**src/brid_pkg.sv**
```systemverilog
// shared types, codes and helpers for the bitmap record id allocator
// no dependencies
`default_nettype none

package brid_pkg;

    // default geometry of the id space
    localparam int PAGE_RECORDS_DEF = 1024;
    localparam int PAGE_COUNT_DEF   = 4;

    // bitmap word geometry
    localparam int WORD_BITS = 32;
    localparam int BIT_IDX_W = 5;
    localparam logic [WORD_BITS-1:0] FULL_WORD = 32'hffff_ffff;

    // item field widths
    localparam int REC_ID_W = 12;
    localparam int STATUS_W = 2;

    // operation codes
    localparam logic FUNC_ALLOC = 1'b0;
    localparam logic FUNC_FREE  = 1'b1;

    // result status codes
    localparam logic [STATUS_W-1:0] STATUS_OK       = 2'd0;
    localparam logic [STATUS_W-1:0] STATUS_FULL     = 2'd1;
    localparam logic [STATUS_W-1:0] STATUS_BAD_FREE = 2'd2;

    // controller states
    typedef enum logic [1:0] {
        ST_CLEAR,
        ST_IDLE,
        ST_MODIFY
    } brid_state_t;

    // index of the lowest clear bit of a word, zero when the word is full
    function automatic logic [BIT_IDX_W-1:0] first_zero(input logic [WORD_BITS-1:0] word);
        logic [BIT_IDX_W-1:0] idx;
        idx = '0;
        for (int i = WORD_BITS - 1; i >= 0; i--)
        begin
            if (!word[i])
            begin
                idx = BIT_IDX_W'(i);
            end
        end
        return idx;
    endfunction

endpackage

`default_nettype wire

```
**src/brid_first_free.sv**
```systemverilog
// priority encoder that picks the lowest word whose full flag is clear
// depends on brid_pkg
`default_nettype none

module brid_first_free
    import brid_pkg::*;
#(
    parameter int NUM_WORDS = 128,
    parameter int AW        = 7
)
(
    input  wire logic [NUM_WORDS-1:0] full_flags,
    output logic                      found,
    output logic      [AW-1:0]        index
);

    // scan from the top so the lowest open word wins
    always_comb
    begin
        found = 1'b0;
        index = '0;
        for (int i = NUM_WORDS - 1; i >= 0; i--)
        begin
            if (!full_flags[i])
            begin
                found = 1'b1;
                index = AW'(i);
            end
        end
    end

endmodule

`default_nettype wire

```
**config.mk**
```make
export PLATFORM = sky130hd
export DESIGN_NAME = brid_first_free
export DESIGN_NICKNAME = d
export VERILOG_FILES = /design/src/brid_pkg.sv /design/src/brid_first_free.sv
export SDC_FILE = /design/constraint.sdc
export NUM_CORES = 1
export LEC_CHECK = 0
export ABC_AREA = 1
export ABC_CLOCK_PERIOD_IN_PS = 6000
export BUFFER_PORTS_ARGS = -buffer_cell sky130_fd_sc_hd__buf_4
export CORE_MARGIN = 1
export CORE_UTILIZATION = 36
export DETAILED_ROUTE_END_ITERATION = 7
export PLACE_DENSITY = 0.82
export SLEW_MARGIN = 20
export SYNTH_ARGS = -nofsm -noshare
export SYNTH_HDL_FRONTEND = slang
export SYNTH_SLANG_ARGS = --single-unit
```
**constraint.sdc**
```tcl
create_clock -name vclk -period 6
set_input_delay 0.3 -clock vclk [all_inputs]
set_output_delay 0.3 -clock vclk [all_outputs]
set_load 0.02 [all_outputs]
```
==> reports/metrics.cfg <==
[layout]
num-nets-final=635
filler_cell_count=432
final.clkbuf_count=0
sequential_cell_area_um2=0
n_antenna_cell=0
final_layout_size_suffix_gt1_frac=0.2812
area_growth_from_synthesis_to_layout_pct=73.79
numSequentialCells=0
layout.cells.non_filler=555

[placed_design]
routabilityCongestion=0.7828
place_inst=555
place.detailed.hpwl_um=4791
buffer_ports.inserted=136
pre_cts_slack_ns=-0.7190

[hold_path]
hold_path_class=in -> out

[drt]
post-route-drc-count=0
routed_via_density=4.768
wire_per_inst_um=9.335
drt-total-wl_um=5181
drt_iter0_drc=70
vias=2646
drt_pre_antenna_iters=5
postRouteAntennaNets=0

[global_routing]
grt_overflow=0
via_count_of_the_first_global_routing_pass=2246
grt_start_max_net_pins=6
grtUsageTotal=0.2244
antenna_found_initial=0
first_pass_grt_wire_length_um=8404

[setup_path]
setup.worst_path.end_class=output port
timing.critical_path.slowest_stage_cell=sky130_fd_sc_hd__buf_6
max_stage_delay_ns=0.13
critPathRequiredTime_ns=5.70
worst_setup_path_start_kind=input port
cp-startpoint=full_flags[127]
setup.worst_path.end=index[0]
crit_arrival_ns=6.35
type_of_the_worst_setup_path=in -> out
cp_common_cell=sky130_fd_sc_hd__nand2_1
crit_path_max_fanout=2

[power_and_ir_drop]
net-switching-power_uw=63.63
power.clock.fraction=0
power.share.combinational=1.000
ir_drop_mv=0.03572
sw_frac_of_total=0.4403
p_leak_uw=0.001520
powerDensity_nw_per_um2=54.43
p_int_uw=80.88
seq_power_share=0
total_power_uw=144.5

[sta]
worst_slew_margin_rel=0.6599
rsz0062_at_grt=true
worst_slew_pin_slew_ns=0.5031
hold_viol_final=0
timing.final.ws_setup_ns=-0.6477
finalSetupViolations=1
final_min_period_over_clock_period=1.108
fmax_mhz=150.4
min_period_ns=6.648
hold_slack_ns=0.9151
drv_slew=0

[floorplan]
die_y_um=67.15
core_region_area_um2=4029
ioPinCount=136
die-width_um=67.15
start_util=0.3792
core_rows=23
die-area_um2=4508

[synthesis]
ys_top_cells_by_count=211 x sky130_fd_sc_hd__nand2_1, 55 x sky130_fd_sc_hd__nor2_1, 27 x sky130_fd_sc_hd__inv_1, 15 x sky130_fd_sc_hd__nand4_1, 12 x sky130_fd_sc_hd__nand3_1
synthDominantCellAreaShare=0.5184
post_synth.cell_area_avg_um2=4.186
synthMostInstantiatedCell=sky130_fd_sc_hd__nand2_1
mappedNetlistNets=493
yosysSeqAreaShare=0
yosysTopAreaCell=sky130_fd_sc_hd__nand2_1
ys_types=19
synth.top_cells.by_area=sky130_fd_sc_hd__nand2_1 52%, sky130_fd_sc_hd__nor2_1 14%, sky130_fd_sc_hd__inv_1 6.6%
synthesis.instances=365
synth_area_um2=1528
synthesis.yosys.warnings=0

[clocking]
holdBufCountCts=0

[job]
cap_viol_max_count=0

[outcome]
status=complete, but fails checks
violations=setup timing

## stage by stage
stage	area, um^2	setup TNS, ns	util
2_1_floorplan	1535	0	-
3_3_place_gp	2649	-0.5753	0.6575
3_5_place_dp	2649	-0.7190	0.6575
4_1_cts	2655	-0.7311	0.6590
5_1_grt	2655	-1.970	0.6590
6_report	2655	-0.6477	0.6590
## cells in the final DEF (no fill, tap or decap), drive strengths merged
master | netlist | final
nand4 | 15 | 15
nor4b | 1 | 1
buf | 0 | 140
o21ai | 10 | 10
nor2 | 55 | 55
o21bai | 1 | 1
o211ai | 2 | 2
a21boi | 3 | 3
a311o | 1 | 1
and3 | 2 | 2
inv | 27 | 27
o31ai | 1 | 1
a311oi | 1 | 1
a21oi | 6 | 6
a31oi | 8 | 8
nand2 | 211 | 211
nor4 | 2 | 2
nand3 | 12 | 12
nor3 | 7 | 7
## metal layers
layer	share of wire	vias up	track usage
li1	-	1459	-
met1	0.41	1110	0.2610
met2	0.51	75	0.4488
met3	0.077	2	0.02703
met4	0.0037	0	0.007979
met5	0	-	0
## worst min path at each step
stage | from | end | cells past startpoint
floorplan | full_flags[1] | index[1] | 2
global placement | full_flags[3] | index[1] | 3
detailed placement | full_flags[3] | index[1] | 3
CTS | full_flags[2] | index[1] | 3
global route | full_flags[2] | index[1] | 3
finish | full_flags[2] | index[1] | 3
## cells by family (layout without fill, tap and decap cells)
| logic type | count (synthesis) | count (layout) | synth area share |
|---|---|---|---|
| AO/OA/AOI/OAI | 33 | 33 | 0.1343 |
| buffers and inverters | 27 | 167 | 0.06634 |
| AND/OR/NAND/NOR | 305 | 305 | 0.7993 |
## power groups by stage
stage	logic [uW]	registers [uW]	clock network (uW)
2_1_floorplan	55.6	0	0
3_3_place_gp	142	0	0
3_5_place_dp	144	0	0
4_1_cts	145	0	0
5_1_grt	164	0	0
6_report	145	0	0
## repair_timing
action / CTS / global route
setup endpoints to repair: 1 / 1
pin swaps: 0 / 0
setup buffers: 0 / 0
resized for setup: 2 / 0
cloned: 0 / 0
endpoints found under the hold margin: 0 / 0
## area by class of cell
| cell class | instances | area (um^2) | share of cell area |
|---|---|---|---|
| well taps | 50 | 62.56 | 0.02356 |
| multi-input cells | 338 | 1436 | 0.5410 |
| repair buffers | 140 | 1055 | 0.3973 |
| inverters | 27 | 101.3 | 0.03817 |
## worst max-delay path: cells and delay by family
family	cells	cell delay [ns]
simple gates	123	5.71
buf+inv	3	0.28
compound gates	1	0.12
Power figures use the tool's default switching activity.
